### config.mk
export PLATFORM = sky130hd
export DESIGN_NAME = byte_ring_fifo_block_commit_top
export DESIGN_NICKNAME = d
export VERILOG_FILES = /design/src/sv/brfbc_pkg.sv /design/src/sv/brfbc_front.sv /design/src/sv/brfbc_back.sv /design/src/sv/byte_ring_fifo_block_commit_top.sv
export VERILOG_INCLUDE_DIRS = /design/src /design/src/sv
export SDC_FILE = /design/constraint.sdc
export NUM_CORES = 2
export LEC_CHECK = 0
export BUFFER_PORTS_ARGS = -buffer_cell sky130_fd_sc_hd__buf_4
export CORE_ASPECT_RATIO = 0.7
export CORE_MARGIN = 2
export CORE_UTILIZATION = 40
export DETAILED_ROUTE_END_ITERATION = 7
export PLACE_DENSITY = 0.59
export SYNTH_ARGS = -nofsm -noshare
export SYNTH_HDL_FRONTEND = slang
export SYNTH_SLANG_ARGS = --single-unit
### constraint.sdc
create_clock -name clk -period 5.47 [get_ports clk]
set_input_delay 0 -clock clk [delete_from_list [all_inputs] [get_ports clk]]
set_output_delay 0 -clock clk [all_outputs]
set_load 0.1 [all_outputs]
### src/sv/byte_ring_fifo_block_commit_top_defines.svh
// Assertion helpers shared by the checking code of the block.
`ifndef BYTE_RING_FIFO_BLOCK_COMMIT_TOP_DEFINES_SVH
`define BYTE_RING_FIFO_BLOCK_COMMIT_TOP_DEFINES_SVH

// Property checked on every clock outside reset.
`define BRFBC_CHECK(label, prop) \
  label: assert property (@(posedge clk) disable iff (rst) prop) \
    else $error("brfbc check failed");

// Same-cycle implication.
`define BRFBC_IMPLIES(label, ante, cons) \
  `BRFBC_CHECK(label, (ante) |-> (cons))

`endif

### src/sv/brfbc_pkg.sv
package brfbc_pkg;

  localparam int DEPTH    = 256;
  localparam int MAX_READ = 64;
  localparam int AW       = $clog2(DEPTH);
  localparam int FW       = AW + 1;
  localparam int LEN_W    = 7;
  localparam int CNT_W    = $clog2(MAX_READ + 1);
  localparam int CMP_W    = (FW > LEN_W) ? FW : LEN_W;

  typedef struct packed {
    logic             func;
    logic [7:0]       wr_byte;
    logic             block_end;
    logic [LEN_W-1:0] read_len;
  } in_t;

  typedef struct packed {
    logic       status;
    logic [7:0] rd_byte;
    logic       run_end;
    logic [7:0] fill_count;
  } out_t;

  typedef enum logic [2:0] {
    OP_WR,
    OP_WR_END,
    OP_RD_ZERO,
    OP_RD_BAD,
    OP_RD
  } op_t;

  typedef struct packed {
    op_t              op;
    logic [7:0]       data;
    logic [LEN_W-1:0] len;
  } cmd_t;

  typedef enum logic {
    ST_IDLE,
    ST_READ
  } state_t;

  function automatic logic [AW-1:0] ring_next(input logic [AW-1:0] p);
    ring_next = (p == AW'(DEPTH - 1)) ? '0 : p + 1'b1;
  endfunction

  function automatic logic [FW-1:0] ring_fill(input logic [AW-1:0] h,
                                              input logic [AW-1:0] t);
    ring_fill = FW'(h) - FW'(t) + ((h < t) ? FW'(DEPTH) : '0);
  endfunction

endpackage

### src/sv/brfbc_front.sv
module brfbc_front (
  input  logic               clk,
  input  logic               rst,
  input  logic               in_valid,
  output logic               in_stall,
  input  brfbc_pkg::in_t     in_data,
  output logic               q_valid,
  output brfbc_pkg::cmd_t    q_cmd,
  input  logic               q_pop
);

  brfbc_pkg::cmd_t slots [2];
  logic            wp;
  logic            rp;
  logic [1:0]      cnt;
  brfbc_pkg::cmd_t cmd;
  logic            push;

  always_comb begin
    cmd.data = in_data.wr_byte;
    cmd.len  = in_data.read_len;
    if (in_data.func == 1'b0) begin
      cmd.op = in_data.block_end ? brfbc_pkg::OP_WR_END : brfbc_pkg::OP_WR;
    end else if (in_data.read_len == '0) begin
      cmd.op = brfbc_pkg::OP_RD_ZERO;
    end else if (in_data.read_len > brfbc_pkg::LEN_W'(brfbc_pkg::MAX_READ)) begin
      cmd.op = brfbc_pkg::OP_RD_BAD;
    end else begin
      cmd.op = brfbc_pkg::OP_RD;
    end
  end

  assign in_stall = (cnt == 2'd2);
  assign push     = in_valid && !in_stall;
  assign q_valid  = (cnt != 2'd0);
  assign q_cmd    = slots[rp];

  always_ff @(posedge clk) begin
    if (push) begin
      slots[wp] <= cmd;
    end
  end

  always_ff @(posedge clk) begin
    if (rst) begin
      wp  <= 1'b0;
      rp  <= 1'b0;
      cnt <= 2'd0;
    end else begin
      if (push) begin
        wp <= ~wp;
      end
      if (q_pop) begin
        rp <= ~rp;
      end
      cnt <= cnt + {1'b0, push} - {1'b0, q_pop};
    end
  end

endmodule

### src/sv/brfbc_back.sv
module brfbc_back (
  input  logic            clk,
  input  logic            rst,
  input  logic            q_valid,
  input  brfbc_pkg::cmd_t q_cmd,
  output logic            q_pop,
  output logic            out_valid,
  input  logic            out_stall,
  output brfbc_pkg::out_t out_data
);

  logic [7:0]                  mem [brfbc_pkg::DEPTH];
  logic [7:0]                  mem_q;
  logic [brfbc_pkg::AW-1:0]    head, head_next;
  logic [brfbc_pkg::AW-1:0]    tail, tail_next;
  logic [brfbc_pkg::AW-1:0]    ph, ph_next;
  logic                        ovf, ovf_next;
  brfbc_pkg::state_t           state, state_next;
  logic [brfbc_pkg::CNT_W-1:0] cnt, cnt_next;

  logic                        pv;
  logic                        p_status;
  logic                        p_run_end;
  logic                        p_mem;
  logic [7:0]                  p_fill;

  logic                        taken, move, issue_ok, issue;
  logic                        iss_status, iss_run_end, iss_mem;
  logic [brfbc_pkg::FW-1:0]    iss_fill;
  logic                        mem_we;
  logic [brfbc_pkg::AW-1:0]    nph, ntail;
  logic                        fit;
  logic [brfbc_pkg::FW-1:0]    cur_fill;

  assign taken    = out_valid && !out_stall;
  assign move     = pv && (!out_valid || taken);
  assign issue_ok = !pv || move;
  assign nph      = brfbc_pkg::ring_next(ph);
  assign ntail    = brfbc_pkg::ring_next(tail);
  assign fit      = (nph != tail);
  assign cur_fill = brfbc_pkg::ring_fill(head, tail);

  always_comb begin
    head_next   = head;
    tail_next   = tail;
    ph_next     = ph;
    ovf_next    = ovf;
    state_next  = state;
    cnt_next    = cnt;
    q_pop       = 1'b0;
    issue       = 1'b0;
    iss_status  = 1'b0;
    iss_run_end = 1'b1;
    iss_mem     = 1'b0;
    iss_fill    = cur_fill;
    mem_we      = 1'b0;
    unique case (state)
      brfbc_pkg::ST_IDLE: begin
        if (q_valid) begin
          unique case (q_cmd.op)
            brfbc_pkg::OP_WR: begin
              q_pop = 1'b1;
              if (!ovf) begin
                if (fit) begin
                  mem_we  = 1'b1;
                  ph_next = nph;
                end else begin
                  ovf_next = 1'b1;
                end
              end
            end
            brfbc_pkg::OP_WR_END: begin
              if (issue_ok) begin
                q_pop    = 1'b1;
                issue    = 1'b1;
                ovf_next = 1'b0;
                if (ovf || !fit) begin
                  iss_status = 1'b1;
                  ph_next    = head;
                end else begin
                  mem_we    = 1'b1;
                  head_next = nph;
                  ph_next   = nph;
                  iss_fill  = brfbc_pkg::ring_fill(nph, tail);
                end
              end
            end
            brfbc_pkg::OP_RD_ZERO: begin
              if (issue_ok) begin
                q_pop = 1'b1;
                issue = 1'b1;
              end
            end
            brfbc_pkg::OP_RD_BAD: begin
              if (issue_ok) begin
                q_pop      = 1'b1;
                issue      = 1'b1;
                iss_status = 1'b1;
              end
            end
            brfbc_pkg::OP_RD: begin
              if (issue_ok) begin
                q_pop = 1'b1;
                if (brfbc_pkg::CMP_W'(cur_fill) < brfbc_pkg::CMP_W'(q_cmd.len)) begin
                  issue      = 1'b1;
                  iss_status = 1'b1;
                end else begin
                  state_next = brfbc_pkg::ST_READ;
                  cnt_next   = brfbc_pkg::CNT_W'(q_cmd.len);
                end
              end
            end
            default: begin
              q_pop = 1'b1;
            end
          endcase
        end
      end
      brfbc_pkg::ST_READ: begin
        if (issue_ok) begin
          issue       = 1'b1;
          iss_mem     = 1'b1;
          iss_run_end = (cnt == brfbc_pkg::CNT_W'(1));
          iss_fill    = brfbc_pkg::ring_fill(head, ntail);
          tail_next   = ntail;
          cnt_next    = cnt - 1'b1;
          if (cnt == brfbc_pkg::CNT_W'(1)) begin
            state_next = brfbc_pkg::ST_IDLE;
          end
        end
      end
      default: begin
        state_next = brfbc_pkg::ST_IDLE;
      end
    endcase
  end

  always_ff @(posedge clk) begin
    if (mem_we) begin
      mem[ph] <= q_cmd.data;
    end
  end

  always_ff @(posedge clk) begin
    if (issue && iss_mem) begin
      mem_q <= mem[tail];
    end
  end

  always_ff @(posedge clk) begin
    if (rst) begin
      head  <= '0;
      tail  <= '0;
      ph    <= '0;
      ovf   <= 1'b0;
      state <= brfbc_pkg::ST_IDLE;
      cnt   <= '0;
    end else begin
      head  <= head_next;
      tail  <= tail_next;
      ph    <= ph_next;
      ovf   <= ovf_next;
      state <= state_next;
      cnt   <= cnt_next;
    end
  end

  always_ff @(posedge clk) begin
    if (rst) begin
      pv        <= 1'b0;
      out_valid <= 1'b0;
    end else begin
      if (issue) begin
        pv <= 1'b1;
      end else if (move) begin
        pv <= 1'b0;
      end
      if (move) begin
        out_valid <= 1'b1;
      end else if (taken) begin
        out_valid <= 1'b0;
      end
    end
  end

  always_ff @(posedge clk) begin
    if (issue) begin
      p_status  <= iss_status;
      p_run_end <= iss_run_end;
      p_mem     <= iss_mem;
      p_fill    <= 8'(iss_fill);
    end
    if (move) begin
      out_data.status     <= p_status;
      out_data.rd_byte    <= p_mem ? mem_q : 8'd0;
      out_data.run_end    <= p_run_end;
      out_data.fill_count <= p_fill;
    end
  end

endmodule

### src/sv/byte_ring_fifo_block_commit_top.sv
// Ring byte FIFO (256 entries, up to 255 bytes) with block-committed writes. Write requests
// need no result slot except the final byte of a block, which gives one status result. A
// read request of N bytes (1..64) enters the read state, which streams N results at one per
// cycle while the output does not stall; a rejected or zero-length read gives one result.
// Rate is set by the single write and single read port of the byte store and the one-entry
// result stage feeding the output register; a two-entry request queue separates input from
// execution. The store is not cleared at reset; only committed bytes are ever read.
`include "byte_ring_fifo_block_commit_top_defines.svh"

module byte_ring_fifo_block_commit_top (
  input  logic            clk,
  input  logic            rst,
  input  logic            in_valid,
  output logic            in_stall,
  input  brfbc_pkg::in_t  in_data,
  output logic            out_valid,
  input  logic            out_stall,
  output brfbc_pkg::out_t out_data
);

  logic            q_valid;
  logic            q_pop;
  brfbc_pkg::cmd_t q_cmd;

  brfbc_front u_front (
    .clk      (clk),
    .rst      (rst),
    .in_valid (in_valid),
    .in_stall (in_stall),
    .in_data  (in_data),
    .q_valid  (q_valid),
    .q_cmd    (q_cmd),
    .q_pop    (q_pop)
  );

  brfbc_back u_back (
    .clk       (clk),
    .rst       (rst),
    .q_valid   (q_valid),
    .q_cmd     (q_cmd),
    .q_pop     (q_pop),
    .out_valid (out_valid),
    .out_stall (out_stall),
    .out_data  (out_data)
  );

  `BRFBC_IMPLIES(a_pop_has_req, q_pop, q_valid)
  `BRFBC_IMPLIES(a_fail_ends_run, out_valid && out_data.status, out_data.run_end)
  `BRFBC_IMPLIES(a_byte_only_ok, out_valid && (out_data.rd_byte != 8'd0), !out_data.status)

endmodule
== Word-level counts from Yosys, hierarchy flattened ==
Memories as Yosys holds them, arrays and structs flattened. A register that Yosys moved wholly into a read port is not among the register bits.
Index checks and enable logic that the tools add are counted.

* Add/sub/neg operators: 11
* Multiply operators: 0
* Div/mod/pow operators: 0
* Magnitude comparators: 3
* Equal/unequal tests: 17
* Shift-type cells: 0
* Muxes and demuxes: 65
* Bitwise gates (word level): 4
* Reductions and logical operators: 26

{| class="wikitable"
|+ Operator list
! cell !! count
|-
| $mux 8 || 11
|-
| $mux 1 || 36
|-
| $mux 7 || 5
|-
| $pmux 8 s2 || 2
|-
| $add 8x1->8 const B || 2
|-
| $add 8x8->8 const B || 2
|-
| $eq 8x8->1 const B || 2
|-
| $sub 8x8->8 || 2
|-
| $pmux 7 s2 || 1
|-
| $ne 2x2->1 const B || 5
|-
| $pmux 1 s2 || 5
|-
| $add 9x9->9 || 1
|-
| $lt 9x7->1 || 1
|-
| $mux 3 || 3
|-
| $mux 9 || 1
|-
| $sub 8x8->9 || 1
|-
| $lt 8x8->1 || 1
|-
| $ne 8x8->1 || 1
|-
| $reduce_and 4->1 || 2
|-
| $reduce_bool 2->1 || 4
|-
| $eq 7x1->1 const B || 1
|-
| $gt 7x7->1 const B || 1
|-
| $logic_not 7->1 || 1
|-
| $sub 7x1->7 const B || 1
|-
| 19 further kinds || 34
|}

* Register bits: 68
* Bits in latches: 0
* RAM bits: 2084
* ROM bits: 0
* Bits of input ports: 21
* Output and inout bits: 20
* Logic and storage cells: 147
* Memories: 2

{| class="wikitable"
|+ Memories
! name !! words !! bits a word !! rd ports !! clocked after Yosys merged registers in !! wr ports !! RTL line !! text
|-
| u_back.mem || 256 || 8 || 1 || 1 || 1 || brfbc_back.sv:12 || <nowiki>logic [7:0] mem [brfbc_pkg::DEPTH];</nowiki>
|-
| u_front.slots || 2 || 18 || 1 || 1 || 1 || brfbc_front.sv:12 || <nowiki>brfbc_pkg::cmd_t slots [2];</nowiki>
|}

== Logic depth before layout (Yosys ltp) ==
* Depth in word-level cells: 12
* Gate-level depth with buffers: 18
* Mapped depth without buffers: 15

== By module ==
A second synthesis with hierarchy kept.

* Cells, all modules: 4140
* Area total of the unflattened synthesis: 84387.2 um^2

{| class="wikitable"
|+ Modules (own cells, without submodules)
! module !! instances !! cells an instance !! area an instance (um^2) !! seq. area each (um^2)
|-
| brfbc_back || 1 || 4047 || 82799.4 || 63310.7
|-
| brfbc_front || 1 || 93 || 1587.8 || 1181.1
|}

== Worst setup path after synthesis ==
No wires, ideal clock.

* Path kind: flip-flop to flip-flop
* Start point: register u_back.tail[1] (netlist name)
* End point: register u_back.p_fill[0] (enable)
* Setup time: 397 ps
* Data arrival time: 4609 ps
* Required time: 5073 ps
* Path slack: 464 ps
* Stages on the path, launching flop included: 19
* Path buffers: 5
* Clock period less this slack: 5006 ps
* Cell sequence: dfxtp_1 > buf_2 > buf_2 > buf_2 > buf_2 > buf_2 > inv_1 > fa_1 > a21o_1 > a21oi_1 > o21bai_1 > a21oi_1 > xnor2_1 > ha_1 > a21oi_1 > o21ai_0 > a21oi_1 > a21oi_1 > o31ai_1

* Longest elaborated chain between the ends: 9
* Elaborated cells on any way between the ends: 10
* Classes of those cells: 2 x add/sub; 2 x order compare; 6 x mux

{| class="wikitable"
|+ Ends and longest elaborated chain
! item !! RTL line !! text
|-
| start, declared || brfbc_back.sv:15 || <nowiki>logic [brfbc_pkg::AW-1:0] tail, tail_next;</nowiki>
|-
| start signal, assigned || brfbc_back.sv:160 || <nowiki>tail <= tail_next;</nowiki>
|-
| $lt 8x8->1 || brfbc_pkg.sv:50 || <nowiki>ring_fill = FW'(h) - FW'(t) + ((h < t) ? FW'(DEPTH) : '0);</nowiki>
|-
| $mux 9 || brfbc_pkg.sv:50 ||
|-
| $add 9x9->9 * || brfbc_pkg.sv:50 ||
|-
| $lt 9x7->1 * || brfbc_back.sv:104 || <nowiki>if (brfbc_pkg::CMP_W'(cur_fill) < brfbc_pkg::CMP_W'(q_cmd.len)) begin</nowiki>
|-
| $mux 1 * || brfbc_back.sv:104 ||
|-
| $mux 1 * || brfbc_back.sv:102 || <nowiki>if (issue_ok) begin</nowiki>
|-
| $pmux 1 s2 * || brfbc_back.sv:60 || <nowiki>unique case (q_cmd.op)</nowiki>
|-
| $mux 1 * || brfbc_back.sv:59 || <nowiki>if (q_valid) begin</nowiki>
|-
| $pmux 1 s2 * || brfbc_back.sv:57 || <nowiki>unique case (state)</nowiki>
|-
| named net u_back.issue || brfbc_back.sv:27 || <nowiki>logic taken, move, issue_ok, issue;</nowiki>
|-
| end signal, assigned || brfbc_back.sv:191 || <nowiki>p_fill <= 8'(iss_fill);</nowiki>
|-
| end, declared || brfbc_back.sv:25 || <nowiki>logic [7:0] p_fill;</nowiki>
|}

The timed path passes the listed nets; every way through them passes the cells marked *.
A chain may end at the register's enable or synchronous reset.

== Worst setup path after layout ==
* Start point: register u_back.ph[0] (netlist name)
* End point: memory u_back.mem[6][2] (enable)

* Longest elaborated chain between the ends: 12
* Elaborated cells on any way between the ends: 15
* Classes of those cells: 1 x add/sub; 2 x eq/ne; 10 x mux; 2 x reduce/logical

{| class="wikitable"
|+ Ends and longest elaborated chain
! item !! RTL line !! text
|-
| start, declared || brfbc_back.sv:16 || <nowiki>logic [brfbc_pkg::AW-1:0] ph, ph_next;</nowiki>
|-
| start signal, assigned || brfbc_back.sv:161 || <nowiki>ph <= ph_next;</nowiki>
|-
| $add 8x1->8 or $eq 8x8->1 (tied branches) || brfbc_pkg.sv:45 || <nowiki>ring_next = (p == AW'(DEPTH - 1)) ? '0 : p + 1'b1;</nowiki>
|-
| $mux 8 || brfbc_pkg.sv:45 ||
|-
| $ne 8x8->1 || brfbc_back.sv:40 || <nowiki>assign fit = (nph != tail);</nowiki>
|-
| $logic_not 1->1 || brfbc_back.sv:77 || <nowiki>if (ovf || !fit) begin</nowiki>
|-
| $logic_or 1x1->1 || brfbc_back.sv:77 ||
|-
| $mux 1 || brfbc_back.sv:77 ||
|-
| $mux 1 || brfbc_back.sv:73 || <nowiki>if (issue_ok) begin</nowiki>
|-
| $pmux 1 s2 || brfbc_back.sv:60 ||
|-
| $mux 1 || brfbc_back.sv:59 ||
|-
| $mux 1 || brfbc_back.sv:57 ||
|-
| $mux 1 || brfbc_back.sv:139 || <nowiki>if (mem_we) begin</nowiki>
|-
| $mux 1 (implied by the code) || brfbc_back.sv:140 || <nowiki>mem[ph] <= q_cmd.data;</nowiki>
|-
| end, declared || brfbc_back.sv:12 ||
|}

Parallel ways exist; a longest one is shown, timed or not.

==> results.sh <==
export IMPL_crit_arrival_ns=5.84
export IMPL_status="finished clean"
export IMPL_syn_area_mm2=0.0850
export IMPL_muxShareOfSynthArea_pct=15.4
export IMPL_syn_avg_cell_area_um2=20.4
export IMPL_num_vias=42899
export IMPL_antenna_found_initial=6
export IMPL_max_freq_mhz=186
export IMPL_seq_area_mm2=0.0645
export IMPL_cts_tree="built"
export IMPL_synth_top_area_share_pct=74.9
export IMPL_max_slew_margin_rel_pct=11.3
export IMPL_async_flop_share_pct=0
export IMPL_yosys_top_cells_area="edfxtp_1 (75%), mux4_2 (14%), nor2_1 (1.8%)"
export IMPL_die_height_um=390
export IMPL_path_clk_slew_ns=0.06
export IMPL_hold_path_depth=3
export IMPL_wl_per_cell_um=29.7
export IMPL_worstMarginPinSlew_ns=1.32
export IMPL_route_met3_wl_mm=22.2
export IMPL_clock_path_buffers=4
export IMPL_ir_worst_vdd_v=0.000247
export IMPL_area_growth_pct=12.7
export IMPL_rsz0062_at_grt="yes"
export IMPL_core_rowCount=141
export IMPL_insertion_delay_ns=0.85
export IMPL_io_pins=41
export IMPL_yosys_warnings=0
export IMPL_grt_max_degree=141
export IMPL_dr_pass1_iters=5
export IMPL_yosysTopAreaCell="edfxtp_1"
export IMPL_rr_endpoint="u_back.mem[6][2]"
export IMPL_crit_path_max_incr_delay_ns=0.86
export IMPL_post_route_drc_count=0
export IMPL_place_congestion=0.855
export IMPL_finalSetupViolations=0
export IMPL_synth_simple_area_share_pct=3.66
export IMPL_crit_fanout=16
export IMPL_fin_area_mm2=0.0958
export IMPL_wl_met2_mm=89.4
export IMPL_final_cells=7294
export IMPL_power_density_mw_per_mm2=400
export IMPL_cts_root_buffer="clkbuf_16"
export IMPL_worstHoldStart="out_stall"
export IMPL_synth_edf_count=2121
export IMPL_wl_met1_mm=101
export IMPL_power_frac_comb_pct=11.2
export IMPL_fill_cells=17487
export IMPL_dr_max_layer_used="met4"
export IMPL_clock_sinks=2161
export IMPL_cts_buffers=203
export IMPL_total_leakage_power_nw=28.7
export IMPL_synth_cell_type_count=76
export IMPL_seqPwrFrac_pct=52.4
export IMPL_period_needed_ns=5.36
export IMPL_r2r_start="u_back.ph[0]"
export IMPL_synth_top_family_by_area="multiplexers"
export IMPL_ys_ff_latch=2161
export IMPL_crit_chain="ha_1, and3_1, nand3_1, nor3_1, nor2_1, ha_1, nand3_1, nor2_1, o2111ai_1, o211ai_2, nor4_2, nand2_1, nor2_1"
export IMPL_p_int_w=0.0287
export IMPL_fin_nets=4409
export IMPL_core_mm2=0.211
export IMPL_drive_above_1_share_pct=22.7
export IMPL_hold_path_end="u_back.out_data[17]"
export IMPL_ant_nets=0
export IMPL_dpl_cell_area_mm2=0.0889
export IMPL_power_frac_clock_pct=36.4
export IMPL_synth_main_ff_cell="edfxtp_1"
export IMPL_r2r_cells=13
export IMPL_cp_common_cell="nor2_1"
export IMPL_synthAdderAreaFrac_pct=0.615
export IMPL_hpwl_mm=131
export IMPL_die_area_mm2=0.216
export IMPL_synth_xor_area_share_pct=0.278
export IMPL_grt_pass1_wl_mm=312
export IMPL_dpl_cell_count=6893
export IMPL_post_route_period_util_pct=98.0
export IMPL_yosysSeqAreaShare_pct=75.9
export IMPL_reg2reg_slack_ns=0.11
export IMPL_grt_usage_pct=19.9
export IMPL_synth_nets=4232
export IMPL_floorplan_initialDensity_pct=40.2
export IMPL_cts_max_level=4
export IMPL_grt_pass1_vias=41795
export IMPL_cp_required_ns=5.94
export IMPL_cp_start_kind="flop"
export IMPL_crit_path_end_kind="flop"
export IMPL_worstSetupPathType="flop to flop"
export IMPL_hold_path_class="primary input to flop"
export IMPL_synth_compound_area_share_pct=2.74
export IMPL_overflow=0
export IMPL_synthCells=4171
export IMPL_multi_input_area_mm2=0.0194
export IMPL_vias_per_cell=5.88
export IMPL_fin_skew_ns=0.0508
export IMPL_die_w_um=555
export IMPL_cp_slowest_cell="nor2_1"
export IMPL_timing_max_transition_violations_final=0
export IMPL_sw_frac_of_total_pct=25.2
export IMPL_finalHoldViolCount=0
export IMPL_p_switching_w=0.00965
export IMPL_port_buffers=40
export IMPL_cap_violations=0
export IMPL_first_iter_violations=5526
export IMPL_drt_wl_total_mm=217
==> kinds of logic after synthesis <==
logic type / Yosys count
adders and majority gates: 40
buffers and inverters: 266
AOI/OAI and AO/OA: 336
xor gates and xnor gates: 27
muxes: 652
and+or+nand+nor: 689
DFF: 2161
==> state kept, by name (all words and copies together) (netlist names), named ones only <==
signal	flops
u_back.p_mem	1
u_front.rp	1
u_front.wp	1
u_back.state	1
u_back.pv	1
u_back.out_data	18
u_front.slots	36
u_back.ovf	1
u_front.cnt	2
u_back.mem	2048
u_back.cnt	7
u_back.tail	8
u_back.mem_q	8
u_back.ph	8
u_back.p_fill	8
u_back.out_valid	1
u_back.p_run_end	1
u_back.p_status	1
u_back.head	8
==> cell usage after synthesis (all sizes together) (9+ instances only) <==
cell	number
mux2i	120
nor4b	9
o211ai	12
o221ai	19
edfxtp	2121
clkbuf	97
xor2	9
nand3	35
mux4	520
nor4	17
and2	15
inv	36
or3	20
xnor2	18
nand2	116
a211oi	34
o22ai	97
mux2	12
nor2b	15
a21oi	43
nor2	397
ha	37
nor3	24
buf	133
a2111oi	18
dfxtp	40
o21ai	36
a311oi	11
==> worst max path at each step <==
stage                               from            endpoint  slack, ns  cells after the start
final                       u_back.ph[0]    u_back.mem[6][2]       0.11                     13
after global routing        u_back.ph[0]  u_back.mem[107][2]      -0.17                     13
after CTS                   u_back.ph[0]  u_back.mem[106][3]       0.24                     13
after detailed placement    u_back.ph[0]  u_back.mem[106][5]       0.27                     13
after global placement      u_back.ph[0]  u_back.mem[106][5]       0.33                     13
after floorplan           u_back.tail[1]    u_back.p_fill[0]       0.46                     18
==> power groups by stage <==
stage          combinational (W)  clock (W)  sequential (W)
6_report                 0.00429     0.0140          0.0201
2_1_floorplan            0.00204          0          0.0207
3_5_place_dp             0.00432          0          0.0204
5_1_grt                  0.00461     0.0148          0.0201
4_1_cts                  0.00432     0.0142          0.0201
3_3_place_gp             0.00423          0          0.0204
==> cells in the final DEF, fill, tap and decap left out, types with 9 or more instances in the layout <==
master and count:
xnor2_1 18, o21ai_0 35, mux4_2 520, clkinv_2 33
o221ai_1 19, nor3_1 23, and2_1 15, o22ai_1 97
buf_12 12, a21oi_1 43, inv_1 33, nor2_1 386
a211oi_1 34, clkbuf_16 206, ha_1 37, buf_4 152
or3_1 20, nor4_1 13, clkbuf_1 44, xor2_1 9
mux2i_1 120, o211ai_1 10, clkinv_1 39, edfxtp_1 2121
nor2_2 11, dfxtp_1 36, bufinv_16 21, nor4b_1 9
dlygate4sd3_1 38, nor2b_1 15, nand2_1 109, a311oi_1 11
nand3_1 30, a2111oi_0 10
==> through the flow <==
stage          setup TNS, ns  hold slack (ns)  utilization [%]  power (W)  setup slack [ns]
2_1_floorplan              0           0.0989                -     0.0227             0.464
3_3_place_gp               0            0.188             42.1     0.0247             0.330
3_5_place_dp               0            0.189             42.1     0.0247             0.268
4_1_cts                    0           0.0613             45.3     0.0386             0.236
5_1_grt               -20.30           0.0882             45.4     0.0396            -0.172
6_report                   0            0.104             45.4     0.0384             0.107
==> timing repair <==
action | 4_1_cts | 5_1_grt
endpoints found under the hold margin | 114 | 0
endpoints found under the setup margin | 0 | 253
gates resized for setup | 0 | 10
hold buffers | 38 | 0
buffers inserted | 0 | 0
==> final cells by class <==
type / instances / area share [%]
Inverter: 36 / 0.144
Antenna cell: 3 / 0.00784
Clock buffer: 251 / 5.57
Clock inverter: 109 / 1.15
Multi-Input combinational cell: 1744 / 20.3
Timing Repair Buffer: 202 / 1.84
Tap cell: 2788 / 3.64
Sequential cell: 2161 / 67.3
==> worst max-delay path: cells and delay by family (launching register included) <==
family	cells	cell delay [ns]
fa+ha+maj	2	0.78
flops	1	0.46
simple gates	9	3.35
compound gates	2	0.36
==> routing by layer <==
layer	vias to the layer above	global-route usage (%)
met5	-	0
met4	0	4.27
met3	265	5.11
met2	2164	26.7
met1	22881	32.0
li1	17589	-
Power figures use the tool's default switching activity.
